--- src/rtl/i2cee_pkg.sv ---
// i2cee_pkg: shared types and constants for the I2C EEPROM transfer sequencer.
// No dependencies; imported by every module of the block.
`default_nettype none

package i2cee_pkg;

	localparam int PAGE_BYTES = 64;
	localparam int PAGE_BITS  = $clog2(PAGE_BYTES);
	localparam int QDEPTH     = 4;
	localparam int QW         = $clog2(QDEPTH);

	localparam logic [6:0] DEV_ADDR_RST = 7'd80;
	localparam logic [7:0] WAIT_MS_RST  = 8'd6;

	typedef enum logic {
		REG_DEVICE_ADDRESS = 1'b0,
		REG_WRITE_WAIT_MS  = 1'b1
	} reg_idx_t;

	typedef enum logic [1:0] {
		OP_RD     = 2'd0,
		OP_WR     = 2'd1,
		OP_STATUS = 2'd2,
		OP_WBYTE  = 2'd3
	} op_t;

	typedef enum logic [2:0] {
		ST_START  = 3'd0,
		ST_REP    = 3'd1,
		ST_TXADDR = 3'd2,
		ST_TXDATA = 3'd3,
		ST_RXADDR = 3'd4,
		ST_RXACK  = 3'd5,
		ST_RXNACK = 3'd6,
		ST_OTHER  = 3'd7
	} st_t;

	typedef enum logic [3:0] {
		ACT_START = 4'd0,
		ACT_SEND  = 4'd1,
		ACT_RACK  = 4'd2,
		ACT_RNACK = 4'd3,
		ACT_STOP  = 4'd4,
		ACT_WAIT  = 4'd5,
		ACT_DATA  = 4'd6,
		ACT_OK    = 4'd7,
		ACT_ERR   = 4'd8,
		ACT_NEED  = 4'd9
	} act_t;

	typedef enum logic [3:0] {
		PH_IDLE  = 4'd0,
		PH_START = 4'd1,
		PH_DEVW  = 4'd2,
		PH_HI    = 4'd3,
		PH_LO    = 4'd4,
		PH_REP   = 4'd5,
		PH_DEVR  = 4'd6,
		PH_RDATA = 4'd7,
		PH_WNEED = 4'd8,
		PH_WDATA = 4'd9
	} phase_t;

	// Up to three results caused by one item. Only send, data out and wait
	// carry a byte, and a group holds at most one of them.
	typedef struct packed {
		logic [1:0] n;
		act_t       a0;
		act_t       a1;
		act_t       a2;
		logic [7:0] data;
	} grp_t;

endpackage

`default_nettype wire

--- src/rtl/i2cee_req_if.sv ---
// i2cee_req_if: input channel of the sequencer (commands, bus replies, host bytes).
// Standalone; valid/ready handshake.
`default_nettype none

interface i2cee_req_if;
	logic        valid;
	logic        ready;
	logic [1:0]  opcode;
	logic [15:0] mem_address;
	logic [15:0] length;
	logic [2:0]  bus_status;
	logic [7:0]  read_byte;
	logic [7:0]  write_byte;

	modport source(output valid, output opcode, output mem_address, output length,
		output bus_status, output read_byte, output write_byte, input ready);
	modport sink(input valid, input opcode, input mem_address, input length,
		input bus_status, input read_byte, input write_byte, output ready);
endinterface

`default_nettype wire

--- src/rtl/i2cee_rsp_if.sv ---
// i2cee_rsp_if: result channel of the sequencer (bus actions, data out, status).
// Standalone; valid/ready handshake.
`default_nettype none

interface i2cee_rsp_if;
	logic       valid;
	logic       ready;
	logic [3:0] action;
	logic [7:0] out_byte;
	logic       last;

	modport source(output valid, output action, output out_byte, output last, input ready);
	modport sink(input valid, input action, input out_byte, input last, output ready);
endinterface

`default_nettype wire

--- src/rtl/i2c_eeprom_transfer_sequencer.sv ---
// i2c_eeprom_transfer_sequencer: top level; configuration registers and the
// front / queue / back parts. Depends on i2cee_pkg, i2cee_req_if, i2cee_rsp_if,
// i2cee_front, i2cee_queue, i2cee_back.
//
// Usage: the req channel carries begin-read / begin-write commands, bus status
// replies (with the received byte) and host write bytes. The rsp channel returns
// bus actions (start, send, ack/nack read, stop, wait), read data and ok/error,
// with last set on the final result caused by each item.
// Timing: an item is classified in the cycle it is accepted; its results reach rsp
// behind those of earlier items, one per cycle while rsp is ready (at most three per item).
// Throughput: one item per cycle while the four-entry group queue has room; the
// back end drains one result per cycle while rsp is ready, so sustained rate is set by
// the number of results per item.
// Reset: transfer state goes idle, queue empties, device address returns to 80
// and page-write wait to 6 ms. A stalled rsp holds its result; req keeps being
// accepted until the queue is full.
`default_nettype none

module i2c_eeprom_transfer_sequencer import i2cee_pkg::*; (
	input  logic       clk,
	input  logic       arst_n,
	input  logic       cfg_we,
	input  logic       cfg_index,
	input  logic [7:0] cfg_data,
	i2cee_req_if.sink  req,
	i2cee_rsp_if.source rsp
);

	logic [6:0] dev_addr_q;
	logic [7:0] wait_ms_q;
	logic       push, pop, q_full, q_empty;
	grp_t       push_grp, head;

	always_ff @(posedge clk or negedge arst_n) begin
		if (!arst_n) begin
			dev_addr_q <= DEV_ADDR_RST;
			wait_ms_q  <= WAIT_MS_RST;
		end else if (cfg_we) begin
			unique case (reg_idx_t'(cfg_index))
				REG_DEVICE_ADDRESS: dev_addr_q <= cfg_data[6:0];
				REG_WRITE_WAIT_MS:  wait_ms_q  <= cfg_data;
			endcase
		end
	end

	i2cee_front u_front (
		.clk      (clk),
		.arst_n   (arst_n),
		.dev_addr (dev_addr_q),
		.wait_ms  (wait_ms_q),
		.req      (req),
		.q_full   (q_full),
		.push     (push),
		.grp      (push_grp)
	);

	i2cee_queue u_queue (
		.clk      (clk),
		.arst_n   (arst_n),
		.push     (push),
		.push_grp (push_grp),
		.pop      (pop),
		.head     (head),
		.full     (q_full),
		.empty    (q_empty)
	);

	i2cee_back u_back (
		.clk    (clk),
		.arst_n (arst_n),
		.head   (head),
		.empty  (q_empty),
		.pop    (pop),
		.rsp    (rsp)
	);

endmodule

`default_nettype wire

--- src/rtl/i2cee_front.sv ---
// i2cee_front: accepts items, runs the transfer state machine and builds result groups.
// Depends on i2cee_pkg and i2cee_req_if.
`default_nettype none

module i2cee_front import i2cee_pkg::*; (
	input  logic       clk,
	input  logic       arst_n,
	input  logic [6:0] dev_addr,
	input  logic [7:0] wait_ms,
	i2cee_req_if.sink  req,
	input  logic       q_full,
	output logic       push,
	output grp_t       grp
);

	phase_t      phase_q, phase_d;
	logic        writing_q;
	logic [15:0] cur_q, done_q, total_q;

	logic        fire;
	op_t         op;
	st_t         st;
	logic        is_begin, is_status, st_ok;
	logic [15:0] cur_inc, done_inc;
	logic        rd_last_now, rd_last_next, all_done, page_end;

	assign req.ready = !q_full;
	assign fire      = req.valid && req.ready;
	assign op        = op_t'(req.opcode);
	assign st        = st_t'(req.bus_status);
	assign is_begin  = (op == OP_RD) || (op == OP_WR);
	assign is_status = (op == OP_STATUS);

	assign cur_inc      = cur_q + 16'd1;
	assign done_inc     = done_q + 16'd1;
	assign rd_last_now  = ({1'b0, done_q} + 17'd1) >= {1'b0, total_q};
	assign rd_last_next = ({1'b0, done_inc} + 17'd1) >= {1'b0, total_q};
	assign all_done     = done_inc >= total_q;
	assign page_end     = cur_inc[PAGE_BITS-1:0] == '0;

	// expected bus status for the current phase
	always_comb begin
		unique case (phase_q)
			PH_START:                st_ok = (st == ST_START);
			PH_DEVW:                 st_ok = (st == ST_TXADDR);
			PH_HI, PH_LO, PH_WDATA:  st_ok = (st == ST_TXDATA);
			PH_REP:                  st_ok = (st == ST_REP);
			PH_DEVR:                 st_ok = (st == ST_RXADDR);
			PH_RDATA:                st_ok = (st == (rd_last_now ? ST_RXNACK : ST_RXACK));
			default:                 st_ok = 1'b0;
		endcase
	end

	// next state
	always_comb begin
		phase_d = phase_q;
		unique case (op) inside
			OP_RD, OP_WR: begin
				if (phase_q == PH_IDLE)
					phase_d = (op == OP_WR && req.length == 16'd0) ? PH_IDLE : PH_START;
			end
			OP_STATUS: begin
				if (phase_q != PH_IDLE) begin
					if (!st_ok) begin
						phase_d = PH_IDLE;
					end else begin
						unique case (phase_q)
							PH_START: phase_d = PH_DEVW;
							PH_DEVW:  phase_d = PH_HI;
							PH_HI:    phase_d = PH_LO;
							PH_LO:    phase_d = writing_q ? PH_WNEED : PH_REP;
							PH_REP:   phase_d = PH_DEVR;
							PH_DEVR:  phase_d = (total_q == 16'd0) ? PH_IDLE : PH_RDATA;
							PH_RDATA: phase_d = all_done ? PH_IDLE : PH_RDATA;
							PH_WDATA: phase_d = all_done ? PH_IDLE :
								(page_end ? PH_START : PH_WNEED);
							default:  phase_d = PH_IDLE;
						endcase
					end
				end
			end
			OP_WBYTE: begin
				if (phase_q == PH_WNEED)
					phase_d = PH_WDATA;
			end
		endcase
	end

	// result group
	always_comb begin
		grp.n    = 2'd0;
		grp.a0   = ACT_OK;
		grp.a1   = ACT_OK;
		grp.a2   = ACT_OK;
		grp.data = 8'd0;
		unique case (op) inside
			OP_RD, OP_WR: begin
				if (phase_q == PH_IDLE) begin
					grp.n  = 2'd1;
					grp.a0 = (op == OP_WR && req.length == 16'd0) ? ACT_OK : ACT_START;
				end
			end
			OP_STATUS: begin
				if (phase_q != PH_IDLE) begin
					grp.n = 2'd1;
					if (!st_ok) begin
						grp.a0 = ACT_ERR;
					end else begin
						unique case (phase_q)
							PH_START: begin
								grp.a0   = ACT_SEND;
								grp.data = {dev_addr, 1'b0};
							end
							PH_DEVW: begin
								grp.a0   = ACT_SEND;
								grp.data = cur_q[15:8];
							end
							PH_HI: begin
								grp.a0   = ACT_SEND;
								grp.data = cur_q[7:0];
							end
							PH_LO: grp.a0 = writing_q ? ACT_NEED : ACT_START;
							PH_REP: begin
								grp.a0   = ACT_SEND;
								grp.data = {dev_addr, 1'b1};
							end
							PH_DEVR: begin
								if (total_q == 16'd0) begin
									grp.n  = 2'd2;
									grp.a0 = ACT_STOP;
									grp.a1 = ACT_OK;
								end else begin
									grp.a0 = rd_last_now ? ACT_RNACK : ACT_RACK;
								end
							end
							PH_RDATA: begin
								grp.a0   = ACT_DATA;
								grp.data = req.read_byte;
								if (all_done) begin
									grp.n  = 2'd3;
									grp.a1 = ACT_STOP;
									grp.a2 = ACT_OK;
								end else begin
									grp.n  = 2'd2;
									grp.a1 = rd_last_next ? ACT_RNACK : ACT_RACK;
								end
							end
							PH_WDATA: begin
								if (all_done || page_end) begin
									grp.n    = 2'd3;
									grp.a0   = ACT_STOP;
									grp.a1   = ACT_WAIT;
									grp.a2   = all_done ? ACT_OK : ACT_START;
									grp.data = wait_ms;
								end else begin
									grp.a0 = ACT_NEED;
								end
							end
							default: grp.a0 = ACT_ERR;
						endcase
					end
				end
			end
			OP_WBYTE: begin
				if (phase_q == PH_WNEED) begin
					grp.n    = 2'd1;
					grp.a0   = ACT_SEND;
					grp.data = req.write_byte;
				end
			end
		endcase
	end

	assign push = fire && (grp.n != 2'd0);

	always_ff @(posedge clk or negedge arst_n) begin
		if (!arst_n) begin
			phase_q   <= PH_IDLE;
			writing_q <= 1'b0;
			cur_q     <= 16'd0;
			done_q    <= 16'd0;
			total_q   <= 16'd0;
		end else if (fire) begin
			phase_q <= phase_d;
			if (is_begin && phase_q == PH_IDLE) begin
				writing_q <= (op == OP_WR);
				cur_q     <= req.mem_address;
				total_q   <= req.length;
				done_q    <= 16'd0;
			end else if (is_status && st_ok && (phase_q == PH_RDATA || phase_q == PH_WDATA)) begin
				cur_q  <= cur_inc;
				done_q <= done_inc;
			end
		end
	end

	a_idle_status_silent: assert property (@(posedge clk) disable iff (!arst_n)
		fire && is_status && phase_q == PH_IDLE |-> !push)
		else $error("status reply while idle produced results");

	a_error_to_idle: assert property (@(posedge clk) disable iff (!arst_n)
		push && grp.a0 == ACT_ERR |=> phase_q == PH_IDLE)
		else $error("error result did not end the transfer");

	a_byte_to_wdata: assert property (@(posedge clk) disable iff (!arst_n)
		fire && op == OP_WBYTE && phase_q == PH_WNEED |=> phase_q == PH_WDATA)
		else $error("host byte did not advance to write data phase");

endmodule

`default_nettype wire

--- src/rtl/i2cee_queue.sv ---
// i2cee_queue: short queue of result groups between the front and back parts.
// Depends on i2cee_pkg.
`default_nettype none

module i2cee_queue import i2cee_pkg::*; (
	input  logic clk,
	input  logic arst_n,
	input  logic push,
	input  grp_t push_grp,
	input  logic pop,
	output grp_t head,
	output logic full,
	output logic empty
);

	grp_t          mem_q [QDEPTH];
	logic [QW-1:0] wr_ptr_q, rd_ptr_q;
	logic [QW:0]   cnt_q;

	assign full  = cnt_q == QDEPTH[QW:0];
	assign empty = cnt_q == '0;
	assign head  = mem_q[rd_ptr_q];

	always_ff @(posedge clk) begin
		if (push)
			mem_q[wr_ptr_q] <= push_grp;
	end

	always_ff @(posedge clk or negedge arst_n) begin
		if (!arst_n) begin
			wr_ptr_q <= '0;
			rd_ptr_q <= '0;
			cnt_q    <= '0;
		end else begin
			if (push)
				wr_ptr_q <= wr_ptr_q + 1'b1;
			if (pop)
				rd_ptr_q <= rd_ptr_q + 1'b1;
			if (push && !pop)
				cnt_q <= cnt_q + 1'b1;
			else if (pop && !push)
				cnt_q <= cnt_q - 1'b1;
		end
	end

	a_no_overflow: assert property (@(posedge clk) disable iff (!arst_n)
		push |-> !full)
		else $error("push into full queue");

	a_no_underflow: assert property (@(posedge clk) disable iff (!arst_n)
		pop |-> !empty)
		else $error("pop from empty queue");

	a_count_bound: assert property (@(posedge clk) disable iff (!arst_n)
		cnt_q <= QDEPTH[QW:0])
		else $error("queue count beyond depth");

endmodule

`default_nettype wire

--- src/rtl/i2cee_back.sv ---
// i2cee_back: unpacks queued result groups onto the result channel, one result per cycle while rsp is ready.
// Depends on i2cee_pkg and i2cee_rsp_if.
`default_nettype none

module i2cee_back import i2cee_pkg::*; (
	input  logic        clk,
	input  logic        arst_n,
	input  grp_t        head,
	input  logic        empty,
	output logic        pop,
	i2cee_rsp_if.source rsp
);

	logic [1:0] idx_q;
	act_t       act;
	logic       is_last;

	always_comb begin
		case (idx_q)
			2'd0:    act = head.a0;
			2'd1:    act = head.a1;
			default: act = head.a2;
		endcase
	end

	assign is_last      = (idx_q == head.n - 2'd1);
	assign rsp.valid    = !empty;
	assign rsp.action   = act;
	assign rsp.out_byte = (act == ACT_SEND || act == ACT_DATA || act == ACT_WAIT) ?
		head.data : 8'd0;
	assign rsp.last     = is_last;
	assign pop          = rsp.valid && rsp.ready && is_last;

	always_ff @(posedge clk or negedge arst_n) begin
		if (!arst_n)
			idx_q <= 2'd0;
		else if (rsp.valid && rsp.ready)
			idx_q <= is_last ? 2'd0 : idx_q + 2'd1;
	end

	a_group_nonempty: assert property (@(posedge clk) disable iff (!arst_n)
		rsp.valid |-> head.n != 2'd0)
		else $error("empty result group in queue");

	a_idx_in_group: assert property (@(posedge clk) disable iff (!arst_n)
		rsp.valid |-> idx_q < head.n)
		else $error("result index beyond group size");

	a_idx_reset_after_pop: assert property (@(posedge clk) disable iff (!arst_n)
		pop |=> idx_q == 2'd0)
		else $error("result index not rewound after group");

endmodule

`default_nettype wire

--- src/flat_wrapper.sv ---
// flat-port wrapper written by rule: the top's interface ports become plain ports
module i2c_eeprom_transfer_sequencer_flat import i2cee_pkg::*;
  (clk, arst_n, cfg_we, cfg_index, cfg_data, req_valid, req_opcode, req_mem_address, req_length, req_bus_status, req_read_byte, req_write_byte, req_ready, rsp_valid, rsp_action, rsp_out_byte, rsp_last, rsp_ready);
  i2cee_req_if req_i ();
  i2cee_rsp_if rsp_i ();
  input  logic clk;
  input  logic arst_n;
  input  logic cfg_we;
  input  logic cfg_index;
  input  logic [7:0] cfg_data;
  input wire logic [$bits(req_i.valid)-1:0] req_valid;
  input wire logic [$bits(req_i.opcode)-1:0] req_opcode;
  input wire logic [$bits(req_i.mem_address)-1:0] req_mem_address;
  input wire logic [$bits(req_i.length)-1:0] req_length;
  input wire logic [$bits(req_i.bus_status)-1:0] req_bus_status;
  input wire logic [$bits(req_i.read_byte)-1:0] req_read_byte;
  input wire logic [$bits(req_i.write_byte)-1:0] req_write_byte;
  output wire logic [$bits(req_i.ready)-1:0] req_ready;
  output wire logic [$bits(rsp_i.valid)-1:0] rsp_valid;
  output wire logic [$bits(rsp_i.action)-1:0] rsp_action;
  output wire logic [$bits(rsp_i.out_byte)-1:0] rsp_out_byte;
  output wire logic [$bits(rsp_i.last)-1:0] rsp_last;
  input wire logic [$bits(rsp_i.ready)-1:0] rsp_ready;
  assign req_i.valid = req_valid;
  assign req_i.opcode = req_opcode;
  assign req_i.mem_address = req_mem_address;
  assign req_i.length = req_length;
  assign req_i.bus_status = req_bus_status;
  assign req_i.read_byte = req_read_byte;
  assign req_i.write_byte = req_write_byte;
  assign req_ready = req_i.ready;
  assign rsp_valid = rsp_i.valid;
  assign rsp_action = rsp_i.action;
  assign rsp_out_byte = rsp_i.out_byte;
  assign rsp_last = rsp_i.last;
  assign rsp_i.ready = rsp_ready;
  i2c_eeprom_transfer_sequencer u_core (.clk(clk), .arst_n(arst_n), .cfg_we(cfg_we), .cfg_index(cfg_index), .cfg_data(cfg_data), .req(req_i), .rsp(rsp_i));
endmodule
--- config.mk ---
export PLATFORM = sky130hd
export DESIGN_NAME = i2c_eeprom_transfer_sequencer_flat
export DESIGN_NICKNAME = d
export VERILOG_FILES = /design/src/rtl/i2cee_pkg.sv /design/src/rtl/i2cee_req_if.sv /design/src/rtl/i2cee_rsp_if.sv /design/src/rtl/i2c_eeprom_transfer_sequencer.sv /design/src/rtl/i2cee_front.sv /design/src/rtl/i2cee_queue.sv /design/src/rtl/i2cee_back.sv /design/src/flat_wrapper.sv
export SDC_FILE = /design/constraint.sdc
export NUM_CORES = 1
export LEC_CHECK = 0
export BUFFER_PORTS_ARGS = -buffer_cell sky130_fd_sc_hd__buf_2
export CELL_PAD_IN_SITES_DETAIL_PLACEMENT = 1
export CELL_PAD_IN_SITES_GLOBAL_PLACEMENT = 1
export CORE_ASPECT_RATIO = 0.7
export CORE_MARGIN = 4
export CORE_UTILIZATION = 40
export CTS_BUF_LIST = sky130_fd_sc_hd__clkbuf_4 sky130_fd_sc_hd__clkbuf_8 sky130_fd_sc_hd__clkbuf_16
export CTS_CLUSTER_SIZE = 12
export DETAILED_ROUTE_END_ITERATION = 8
export GPL_ROUTABILITY_DRIVEN = 1
export PLACE_DENSITY = 0.79
export SLEW_MARGIN = 10
export SYNTH_ARGS = -nofsm -noshare
export SYNTH_HDL_FRONTEND = slang
export SYNTH_HIERARCHICAL = 1
export SYNTH_SLANG_ARGS = --single-unit
--- constraint.sdc ---
create_clock -name clk -period 5.1 [get_ports clk]
set_input_delay 0.255 -clock clk [delete_from_list [all_inputs] [get_ports clk]]
set_output_delay 0.255 -clock clk [all_outputs]
set_load 0.02 [all_outputs]
======== Word-level counts from Yosys, hierarchy flattened ========
Memory sizes are Yosys's and may differ from the RTL's.
Index checks and enable logic that the tools add are counted.
cells by class
  magnitude comparators ................... 3
  muxes and demuxes ....................... 52
  $add $sub $neg .......................... 10
  reduce and logical (&&, ||, !) cells .... 39
  equal/unequal tests ..................... 26
  bitwise gates (word level) .............. 1
operator list
  cell                     count
  $mux W16                 5
  $pmux W8 S6              1
  $mux W4                  11
  $add A16 B1 Y17 const B  2
  $ge A17 B16 Y1           2
  $add A16 B1 Y16 const B  2
  $logic_not A16 Y1        2
  $pmux W4 S8              1
  $eq A4 B3 Y1 const B     6
  $mux W3                  8
  $mux W8                  3
  $mux W22                 1
  $pmux W4 S5              1
  $pmux W6 S3              1
  $ge A16 B16 Y1           1
  $pmux W8 S2              1
  $mux W14                 1
  $pmux W4 S3              1
  $logic_and A1 B1 Y1      10
  $mux W2                  5
  $mux W5                  2
  $eq A4 B1 Y1 const B     2
  $eq A4 B2 Y1 const B     2
  $eq A4 B4 Y1 const B     2
  other kinds (32)         58
storage, ports and cells
  output and inout bits ................... 15
  register bits ........................... 77
  memories ................................ 1
  word-level logic and storage cells ...... 143
  input port bits ......................... 67
  memory bits (writable) .................. 88
memory list
  memory                depth  width  read ports  clocked after memory_dff  wr ports  RTL line           source
  u_core.u_queue.mem_q  4      22     1           0                         1         i2cee_queue.sv:16  grp_t mem_q [QDEPTH];

======== Depth between registers and ports, before layout ========
Gate-level depths: netlist of run 1.
  word-level depth ........................ 15
  mapped depth ............................ 19
  gate-level depth less buffers ........... 17

======== Cells and area by module ========
Netlist of run 1, hierarchy kept.
by module, submodules not included
  module                         times used  cells each  area an instance (um^2)
  i2cee_front                    1           638         4968.5
  i2cee_queue                    1           149         3604.7
  i2c_eeprom_transfer_sequencer  1           33          606.8
  i2cee_back                     1           51          332.8

======== Least setup slack after synthesis of run 1 ========
Ideal clock, no wire load.
  path type ............................... register -> register
  start point ............................. register u_core.u_front.done_q[1]
  end point ............................... memory u_core/u_queue/mem_q[0][17] (netlist name), data pin
  arrival ................................. 3.871 ns
  path slack .............................. 0.954 ns
  library setup time ...................... 0.275 ns
  period minus slack after synthesis ...... 4.146 ns
  cell stages (with the launch flop) ...... 19
  buffers on the path ..................... 2
  cell sequence ........................... dfrtp_1 > ha_1 > nand2_1 > nor3_4 > and3_1 > nand3_1 > xnor2_1 > ha_1 > a21o_1 > a21o_1 > a31o_4 > nor4b_2 > a21oi_2 > mux2_4 > a22o_1 > buf_6 > nand2_8 > buf_6 > o22ai_1
RTL lines
  what                    RTL line            source
  start, declared         i2cee_front.sv:18   logic [15:0] cur_q, done_q, total_q;
  start signal, assigned  i2cee_front.sv:192  done_q <= done_inc;
  end, declared           i2cee_queue.sv:16

======== Worst setup path after layout of run 1 ========
  start point ............................. register u_core.u_front.done_q[0]
  end point ............................... register u_core.u_front.done_q[11]
on the way
  longest elaborated chain between the ends .. 9
ends and longest elaborated chain
  what                              RTL line            source
  $add A16 B1 Y17                   i2cee_front.sv:36   assign rd_last_now = ({1'b0, done_q} + 17'd1) >= {1'b0, total_q};
  $ge A17 B16 Y1                    i2cee_front.sv:36
  $mux W2                           i2cee_front.sv:49   PH_RDATA: st_ok = (st == (rd_last_now ? ST_RXNACK : ST_RXACK));
  $eq A3 B3 Y1                      i2cee_front.sv:49
  $pmux W1 S6                       i2cee_front.sv:43   unique case (phase_q)
  $logic_and A1 B1 Y1 (2 in a row)  i2cee_front.sv:190  end else if (is_status && st_ok && (phase_q == PH_RDATA || phase_q == PH_WDATA)) begin
  $reduce_bool A2 Y1 (no line)      --
  $reduce_and A2 Y1 (no line)       --
Parallel ways exist; a longest one is shown, timed or not. The select of a mux whose other input is x is not followed.
A chain may end at the register's enable or synchronous reset.

==> reports/qor.csv, run 1 <==
metric;value;unit
share of synthesized registers carrying an async set or reset;46.7;%
Die ar.;26400;um2
type of element capturing the critical path;flop;
Post-synth EDFFs;88;
R2R depth;16;
Pre-antenna DRT Iters;5;
RSZ-0062 raised after global routing;no;
Synth Cell Area;9510;um2
P per Cell Area;488;nW/um2
CTS buffer count;17;
Root Driver;clkbuf_16;
ANT nets after route;0;
WP data required;5.42;ns
core area;23000;um2
R2R Setup Slk;0.30;ns
Mapped Cells;871;
Seq cells post-synth;165;
global placement routability congestion;0.881;
Post-Route Setup TNS;0;ns
routed vias;7298;
Final min period;4.80;ns
Max-Cap Viols;0;
CTS max path bufs;2;
Skew-Pair Late Insertion Delay;0.43;ns
worst r2r dst;u_core/u_front/done_q[11]$_DFFE_PN0P_;
Slowest-stage cell, CP;dfrtp_1;
layout net count;1065;
Placement Setup Slack;0.121;ns
# DRC;0;
Seq/Total Area, Yosys;48.1;%
vias in the first global route;7565;
# setup viols final;0;
Peak Freq;0.208;GHz
clock skew;0.00921;ns
clock sinks;165;
Remaining Overflow, GRT;0;
Max Slew Vio Count;0;
critical path class;flop to flop;
largest cells by area after synthesis;edfxtp_1 (28%), dfrtp_1 (19%), ha_1 (5.8%);
Avg WL per Cell;21.0;um
detailed-route wire length;26900;um
FP Rows;46;
synth cell count leaders;nand2_1 (97), edfxtp_1 (88), dfrtp_1 (73);
worst min path class;input pin to flop;
Post-CTS Setup Bufs;0;
DR iter-0 viols;559;
initial antenna violation count;3;
final hold vios;0;
cell taking the most area after synthesis;edfxtp_1;
Worst Setup Slack, final;0.298;ns
H-tree levels;4;
Arrival @ worst endpoint;5.12;ns
Lkg Pwr;4.36;nW
clk slew on worst S/H paths;0.07;ns
die height;137;um
worst ir drop on vdd;0.300;mV
CP Max Fanout;16;
IO Port Bufs;81;
Syn. warnings;6;
first-pass GRT wire length;42700;um
CP max stage delay;0.55;ns
Hold Crit Endpoint;u_core/u_front/total_q[2]$_DFFE_PN0P_;
prevailing post-synth register cell;edfxtp_1;
hold path start;req_length[2];
most numerous cell in the Yosys netlist;nand2_1;
Startpoint Class;flop;
FF-to-FF Start;u_core/u_front/done_q[0]$_DFFE_PN0P_;
layout cell share with drive strength beyond 1;21.1;%
largest net degree at the start of global routing;69;
GRT Overall Usage;20.9;%
half-perimeter wire length after placement;20000;um
starting density of the core;41.3;%
Yosys top cell area share;27.8;%
Least-Margin Pin Slew;1.13;ns
Avg Inst Size Synth;10.9;um2
Worst slew margin;23.8;%
vias per std cell;5.70;
Cell Chain, Critical Path;ha_1 -> nand2_1 -> nor3_4 -> and3_1 -> nand3_1 -> xnor2_1 -> ha_1 -> and3_4 -> nand3_2 -> nor4_2 -> nor2_1 -> o21ba_2 -> a211o_1 -> o21ai_4 -> nand2_1 -> a21o_1;
Cell variety after synth;88;
Final Cycle Share;94.2;%
total power;5.28;mW
die width;192;um
CTS tree;yes;
worst hold path depth;3;
IO Pins;82;
Area Growth Syn to Fin;13.7;%
status;completed;
[worst max-delay path: cells and delay by family, from the launching register on]
kind / cells / cell delay (ns)
and+or+nand+nor: 9 / 2.03
AOI/OAI and AO/OA: 4 / 1.34
adders and majority gates: 2 / 0.60
DFF: 1 / 0.55
xor gates and xnor gates: 1 / 0.17
[cell usage in the layout (no fill, tap or decap), types with 18 or more instances in the layout]
master	count
inv_1	43
xnor2_1	27
buf_4	20
buf_2	80
nand3_1	43
ha_1	44
nor2_1	54
nand2_1	97
nor3_1	20
edfxtp_1	88
o21ai_0	51
mux4_2	18
o21ai_1	22
dfrtp_1	73
a21oi_1	42
[where the power goes]
part / switching (mW) / internal (mW)
combinational: 1.25 / 0.788
sequential: 0.264 / 1.69
clock: 0.544 / 0.738
total: 2.06 / 3.22
[worst max-delay path by stage]
stage / start / to / cells past startpoint
2_1_floorplan: u_core/u_front/done_q[1]$_DFFE_PN0P_ / u_core/u_queue/mem_q[0][17]$_DFFE_PP_ / 18
3_3_place_gp: u_core/u_front/done_q[0]$_DFFE_PN0P_ / u_core/u_queue/mem_q[0][8]$_DFFE_PP_ / 15
3_5_place_dp: u_core/u_front/done_q[0]$_DFFE_PN0P_ / u_core/u_queue/mem_q[0][18]$_DFFE_PP_ / 16
4_1_cts: u_core/u_front/done_q[0]$_DFFE_PN0P_ / u_core/u_queue/mem_q[0][18]$_DFFE_PP_ / 16
5_1_grt: u_core/u_front/done_q[0]$_DFFE_PN0P_ / u_core/u_front/done_q[11]$_DFFE_PN0P_ / 16
6_report: u_core/u_front/done_q[0]$_DFFE_PN0P_ / u_core/u_front/done_q[11]$_DFFE_PN0P_ / 16
[cells by family after synthesis]
kind of cell | after synthesis | synth area share, %
other cells | 1 | 0.0394
flops | 165 | 48.1
mux | 49 | 8.75
simple gates | 296 | 15.7
xor+xnor | 39 | 3.59
buf+inv | 82 | 4.39
compound gates | 194 | 13.4
fa+ha+maj | 45 | 6.00
[registers in the layout, indices dropped and copies added, names as in the netlist]
name / cells
u_core/u_queue/rd_ptr_q: 2
u_core/u_queue/cnt_q: 3
u_core/u_queue/wr_ptr_q: 2
u_core/u_front/writing_q: 1
u_core/u_queue/mem_q: 88
u_core/u_front/total_q: 16
u_core/u_front/done_q: 16
u_core/dev_addr_q: 7
u_core/u_back/idx_q: 2
u_core/u_front/phase_q: 4
u_core/u_front/cur_q: 16
u_core/wait_ms_q: 8
[layout make-up]
cell class | instances | area (um2)
diodes | 2 | 5.00
clock buffers | 20 | 448
clock inverters | 12 | 130
fillers | 2553 | 12200
inverters | 43 | 161
multi-input cells | 625 | 4550
flip-flops and latches | 165 | 4570
well taps | 312 | 390
repair buffers | 101 | 561
[metrics by stage]
stage | instances | area (um2) | utilization, % | hold slack [ns]
after floorplan | 872 | 9520 | - | -0.0406
after global placement | 1245 | 10200 | 44.3 | 0.0942
after detailed placement | 1245 | 10200 | 44.3 | 0.0918
after CTS | 1278 | 10800 | 46.9 | 0.0334
after global routing | 1280 | 10800 | 47.0 | 0.0515
final | 1280 | 10800 | 47.0 | 0.0439
[what timing repair did]
item                                   in CTS  in global routing
endpoints found under the hold margin       9                  0
setup endpoints to repair                   0                 73
gates resized for setup                     0                  7
hold buffers                                1                  0
[routing by layer]
layer,GRT usage (%),share of wire [%],wire [um]
met1,32.3,50,13500
met2,30.6,44,11800
met3,3.60,5.3,1430
met4,5.07,0.89,239
met5,0,0.048,13
Note: power is estimated with default switching activity, not from simulation.
==> inputs of run 2 (changes only) <==
--- a/config.mk
+++ b/config.mk
@@ -16,6 +16,7 @@
 export DETAILED_ROUTE_END_ITERATION = 8
 export GPL_ROUTABILITY_DRIVEN = 1
 export PLACE_DENSITY = 0.79
+export REMOVE_ABC_BUFFERS = 1
 export SLEW_MARGIN = 10
 export SYNTH_ARGS = -nofsm -noshare
 export SYNTH_HDL_FRONTEND = slang
==> reports/qor.csv, run 2 (synthesized netlist as in run 1, its figures left out) <==
metric;value;unit
FF-to-FF Start;u_core/u_front/done_q[2]$_DFFE_PN0P_;
critical path class;flop to flop;
Skew-Pair Late Insertion Delay;0.44;ns
busiest layer in global routing;met1;
Avg WL per Cell;20.7;um
Least-Margin Pin Slew;1.24;ns
Startpoint Class;flop;
R2R Setup Slk;0.44;ns
FP Rows;46;
vias per std cell;5.63;
worst r2r dst;u_core/u_queue/mem_q[3][4]$_DFFE_PP_;
Max Slew Vio Count;0;
most common cell after layout, fill and taps aside;nand2_1;
Area Growth Syn to Fin;13.8;%
# setup viols final;0;
Post-Place Cell Area;10200;um2
Post-Route Setup TNS;0;ns
Arrival @ worst endpoint;4.80;ns
first-pass GRT wire length;41900;um
design area;10800;um2
global placement routability congestion;0.881;
CTS tree;yes;
Final min period;4.66;ns
# DRC;0;
die height;137;um
CP max stage delay;0.60;ns
Critical Path Sink;u_core/u_queue/mem_q[3][4]$_DFFE_PP_;
detailed-route wire length;26300;um
IO Pins;82;
Worst slew margin;17.2;%
Final Cycle Share;91.3;%
clock sinks;165;
crit path from;u_core/u_front/done_q[2]$_DFFE_PN0P_;
M3 GR Usage;4.00;%
family with the most delay on the worst path;simple AND/OR/NAND/NOR gates;
Root Driver;clkbuf_16;
DR iter-0 viols;607;
clk slew on worst S/H paths;0.07;ns
core area;23000;um2
RSZ-0062 raised after global routing;no;
Largest Register;u_core/u_queue/mem_q;
# diodes;0;
routed vias;7167;
Layout Cells excl Fill;1272;
clock skew;0.0118;ns
Lkg Pwr;4.36;nW
ANT nets after route;0;
CP Max Fanout;11;
Final Core Density;47.0;%
Worst Setup Slack, final;0.444;ns
GRT Overall Usage;20.8;%
Post-Place Cells;1239;
CP Depth;17;
P per Cell Area;497;nW/um2
most frequent cells in the layout;nand2_1 (96), edfxtp_1 (88), buf_2 (80);
final hold vios;0;
Fin Hold WS;0.0399;ns
met1 Usage GRT;32.1;%
Placement Setup Slack;0.293;ns
CTS buffer count;17;
H-tree levels;4;
Cell Chain, Critical Path;ha_1 -> nand3_1 -> nor2_1 -> nand3_1 -> nor2_1 -> xnor2_1 -> inv_1 -> ha_1 -> a21o_1 -> a21o_1 -> a21oi_1 -> o21ai_0 -> nor3_1 -> a21oi_1 -> buf_4 -> a221oi_1 -> o21ai_1;
IO Port Bufs;81;
Peak Freq;0.215;GHz
die width;192;um
type of element capturing the critical path;flop;
layout cell share with drive strength beyond 1;20.9;%
Largest register FFs;88;
worst min path class;input pin to flop;
R2R depth;17;
Remaining Overflow, GRT;0;
GRT met2 Usage;30.2;%
Slowest-stage cell, CP;nor3_1;
half-perimeter wire length after placement;19400;um
status;completed;
worst hold path depth;3;
worst ir drop on vdd;0.276;mV
vias in the first global route;7257;
total power;5.38;mW
layout net count;1059;
Die ar.;26400;um2
Pre-antenna DRT Iters;5;
WP data required;5.24;ns
largest net degree at the start of global routing;67;
initial antenna violation count;1;
Critical path buffers and inverters;2;
CTS max path bufs;2;
Max-Cap Viols;0;
starting density of the core;41.3;%
## run 2: cell count changes in the layout (fill, tap and decap cells not counted), moves of 2 or more
cell,before,now
clkinv_1,2,0
inv_8,0,3
and2_1,6,4
bufinv_16,2,4
diode_2,2,0
and2_2,0,2
clkbuf_4,3,0
clkinv_4,1,3
buf_4,20,14
## run 2: worst register-to-register path, cell delays in order, from the launching register on
cell,delay [ns]
dfrtp_1,0.44
ha_1,0.26
nand3_1,0.09
nor2_1,0.31
nand3_1,0.32
nor2_1,0.23
xnor2_1,0.19
inv_1,0.12
ha_1,0.21
a21o_1,0.16
a21o_1,0.20
a21oi_1,0.11
o21ai_0,0.12
nor3_1,0.60
a21oi_1,0.15
buf_4,0.23
a221oi_1,0.40
o21ai_1,0.23
## run 2: power by group
group / internal, mW / switching (mW) / total (mW)
Clock: 0.834 / 0.585 / 1.42
Combinational: 0.777 / 1.24 / 2.02
Sequential: 1.69 / 0.252 / 1.95
## run 2: cell type report
class                           instances  area (um2)
Multi-Input combinational cell        625        4540
Clock inverter                         15         218
Sequential cell                       165        4570
Tap cell                              312         390
Inverter                               43         161
Fill cell                            2521       12200
Clock buffer                           17         425
Timing Repair Buffer                   95         515
## run 2: how the worst min path moves through the flow
stage	to	slack (ns)	from
2_1_floorplan	u_core/dev_addr_q[0]$_DFFE_PN0P_	-0.04	arst_n
3_3_place_gp	u_core/u_front/total_q[5]$_DFFE_PN0P_	0.11	arst_n
3_5_place_dp	u_core/u_front/total_q[5]$_DFFE_PN0P_	0.11	arst_n
4_1_cts	u_core/u_front/total_q[2]$_DFFE_PN0P_	0.02	req_length[2]
5_1_grt	u_core/u_front/total_q[13]$_DFFE_PN0P_	0.04	req_length[13]
6_report	u_core/u_front/total_q[2]$_DFFE_PN0P_	0.04	req_length[2]
## run 2: per-layer routing
layer	part of all wire [%]	wire, um
met5	0.034	9
met4	1.1	292
met3	5.7	1510
met2	43	11300
met1	50	13200
## run 2: repair_timing
action	4_1_cts	5_1_grt
hold buffers	1	0
gates resized for setup	0	4
buffers inserted	0	0
endpoints found under the hold margin	11	0
setup endpoints to repair	0	27
==> inputs of run 3 (changes only) <==
--- a/config.mk
+++ b/config.mk
@@ -5,7 +5,6 @@
 export SDC_FILE = /design/constraint.sdc
 export NUM_CORES = 1
 export LEC_CHECK = 0
-export BUFFER_PORTS_ARGS = -buffer_cell sky130_fd_sc_hd__buf_2
 export CELL_PAD_IN_SITES_DETAIL_PLACEMENT = 1
 export CELL_PAD_IN_SITES_GLOBAL_PLACEMENT = 1
 export CORE_ASPECT_RATIO = 0.7
@@ -14,8 +13,9 @@
 export CTS_BUF_LIST = sky130_fd_sc_hd__clkbuf_4 sky130_fd_sc_hd__clkbuf_8 sky130_fd_sc_hd__clkbuf_16
 export CTS_CLUSTER_SIZE = 12
 export DETAILED_ROUTE_END_ITERATION = 8
+export DONT_BUFFER_PORTS = 1
 export GPL_ROUTABILITY_DRIVEN = 1
-export PLACE_DENSITY = 0.79
+export PLACE_DENSITY = 0.75
 export REMOVE_ABC_BUFFERS = 1
 export SLEW_MARGIN = 10
 export SYNTH_ARGS = -nofsm -noshare
==> reports/qor.csv, run 3 (synthesized netlist as in run 1, its figures left out) <==
metric;value;unit
status;completed;
P per Cell Area;485;nW/um2
Final min period;4.71;ns
CTS max path bufs;2;
logic gate share of total power;37.6;%
CTS tree;yes;
WP data required;5.39;ns
die height;137;um
Area Growth Syn to Fin;13.0;%
IO Port Bufs;0;
detailed-route wire length;26600;um
met1 Usage GRT;31.5;%
core area;23000;um2
worst ir drop on vdd;0.295;mV
Skew-Pair Late Insertion Delay;0.44;ns
Avg WL per Cell;21.6;um
Worst slew margin;25.5;%
first-pass GRT wire length;42000;um
Post-CTS Setup Bufs;0;
clk slew on worst S/H paths;0.07;ns
initial antenna violation count;2;
GRT met2 Usage;29.7;%
Final Cycle Share;92.3;%
routed vias;6968;
vias in the first global route;7220;
design area;10800;um2
Switching Share;38.7;%
net switching power;2.02;mW
busiest layer in global routing;met1;
final hold vios;0;
starting density of the core;41.3;%
Max Slew Vio Count;0;
Lkg Pwr;4.19;nW
CP Max Fanout;5;
CTS buffer count;17;
Placement Setup Slack;0.306;ns
GRT Overall Usage;20.9;%
critical path class;flop to flop;
Arrival @ worst endpoint;5.00;ns
clock sinks;165;
Final Core Density;46.7;%
clock skew;0.0224;ns
R2R depth;16;
Startpoint Class;flop;
Pre-antenna DRT Iters;4;
M3 GR Usage;6.43;%
worst r2r dst;u_core/u_front/phase_q[0]$_DFFE_PN0P_;
H-tree levels;4;
vias per std cell;5.67;
Clock power frac;25.2;%
Root Driver;clkbuf_16;
global placement routability congestion;0.879;
Worst Setup Slack, final;0.392;ns
layout cell share with drive strength beyond 1;13.4;%
IO Pins;82;
worst min path class;input pin to flop;
most frequent cells in the layout;nand2_1 (97), edfxtp_1 (88), dfrtp_1 (73);
Post-Place Cell Area;9790;um2
Pint;3.20;mW
# DRC;0;
Least-Margin Pin Slew;1.11;ns
Post-Route Setup TNS;0;ns
R2R Setup Slk;0.39;ns
FF-to-FF Start;u_core/u_front/done_q[2]$_DFFE_PN0P_;
largest net degree at the start of global routing;78;
ANT nets after route;0;
# diodes;0;
RSZ-0062 raised after global routing;no;
# setup viols final;0;
DR iter-0 viols;487;
type of element capturing the critical path;flop;
layout net count;1016;
half-perimeter wire length after placement;19400;um
Sequential Power Share;37.2;%
Critical Path Sink;u_core/u_front/phase_q[0]$_DFFE_PN0P_;
crit path from;u_core/u_front/done_q[2]$_DFFE_PN0P_;
Largest Register;u_core/u_queue/mem_q;
Peak Freq;0.212;GHz
hold path start;req_mem_address[7];
Die ar.;26400;um2
Remaining Overflow, GRT;0;
FP Rows;46;
die width;192;um
Largest register FFs;88;
Max-Cap Viols;0;
most common cell after layout, fill and taps aside;nand2_1;
## run 3: routing by layer
| layer | vias to the layer above | part of all wire, % |
|---|---|---|
| li1 | 3286 | - |
| met1 | 3488 | 50 |
| met2 | 173 | 42 |
| met3 | 17 | 7.4 |
| met4 | 4 | 0.67 |
| met5 | - | 0.10 |
## run 3: how the worst min path moves through the flow
stage | end | cells after the start
5_1_grt | u_core/u_front/phase_q[3]$_DFFE_PN0P_ | 2
2_1_floorplan | u_core/dev_addr_q[0]$_DFFE_PN0P_ | 0
6_report | u_core/u_front/cur_q[7]$_DFFE_PN0P_ | 2
3_3_place_gp | u_core/u_front/total_q[2]$_DFFE_PN0P_ | 0
4_1_cts | u_core/u_front/phase_q[3]$_DFFE_PN0P_ | 2
3_5_place_dp | u_core/u_front/total_q[2]$_DFFE_PN0P_ | 0
## run 3: timing repair
action,4_1_cts,5_1_grt
hold endpoints to repair,115,0
resized for setup,0,4
endpoints found under the setup margin,0,40
hold buffers,33,0
## run 3: final cells by class
| cell class | instances | area, um2 |
|---|---|---|
| clock buffer | 22 | 475 |
| clock inverter | 10 | 124 |
| fill | 2501 | 12300 |
| inverter | 43 | 161 |
| multi-input combinational | 625 | 4540 |
| sequential | 165 | 4570 |
| tap | 312 | 390 |
| timing repair buffer | 52 | 490 |
## run 3: metrics by stage
stage	power [mW]	hold WS, ns	instances
after floorplan	3.28	-0.0406	833
after global placement	3.80	-0.0376	1164
after detailed placement	3.88	-0.0384	1164
after CTS	5.26	0.0000801	1229
after global routing	5.58	0.0122	1229
final	5.22	0.0193	1229
## run 3: power groups by stage
stage | sequential [mW] | clock (mW) | combinational [mW]
after global placement | 1.95 | 0 | 1.85
after CTS | 1.94 | 1.35 | 1.97
after detailed placement | 1.96 | 0 | 1.92
final | 1.94 | 1.31 | 1.96
after floorplan | 1.94 | 0 | 1.34
after global routing | 1.98 | 1.41 | 2.18
## run 3: critical path, cell delays in order, from the launching register on
cell       delay (ns)
dfrtp_1          0.42
ha_1             0.25
nand3_1          0.10
nor2_1           0.30
nand3_1          0.32
nor2_1           0.23
xnor2_1          0.15
inv_1            0.11
ha_1             0.31
and3_4           0.21
nand3_2          0.14
a2111oi_0        0.67
nor3_1           0.28
and3b_1          0.29
or4_1            0.52
a21oi_1          0.17
o31ai_1          0.08
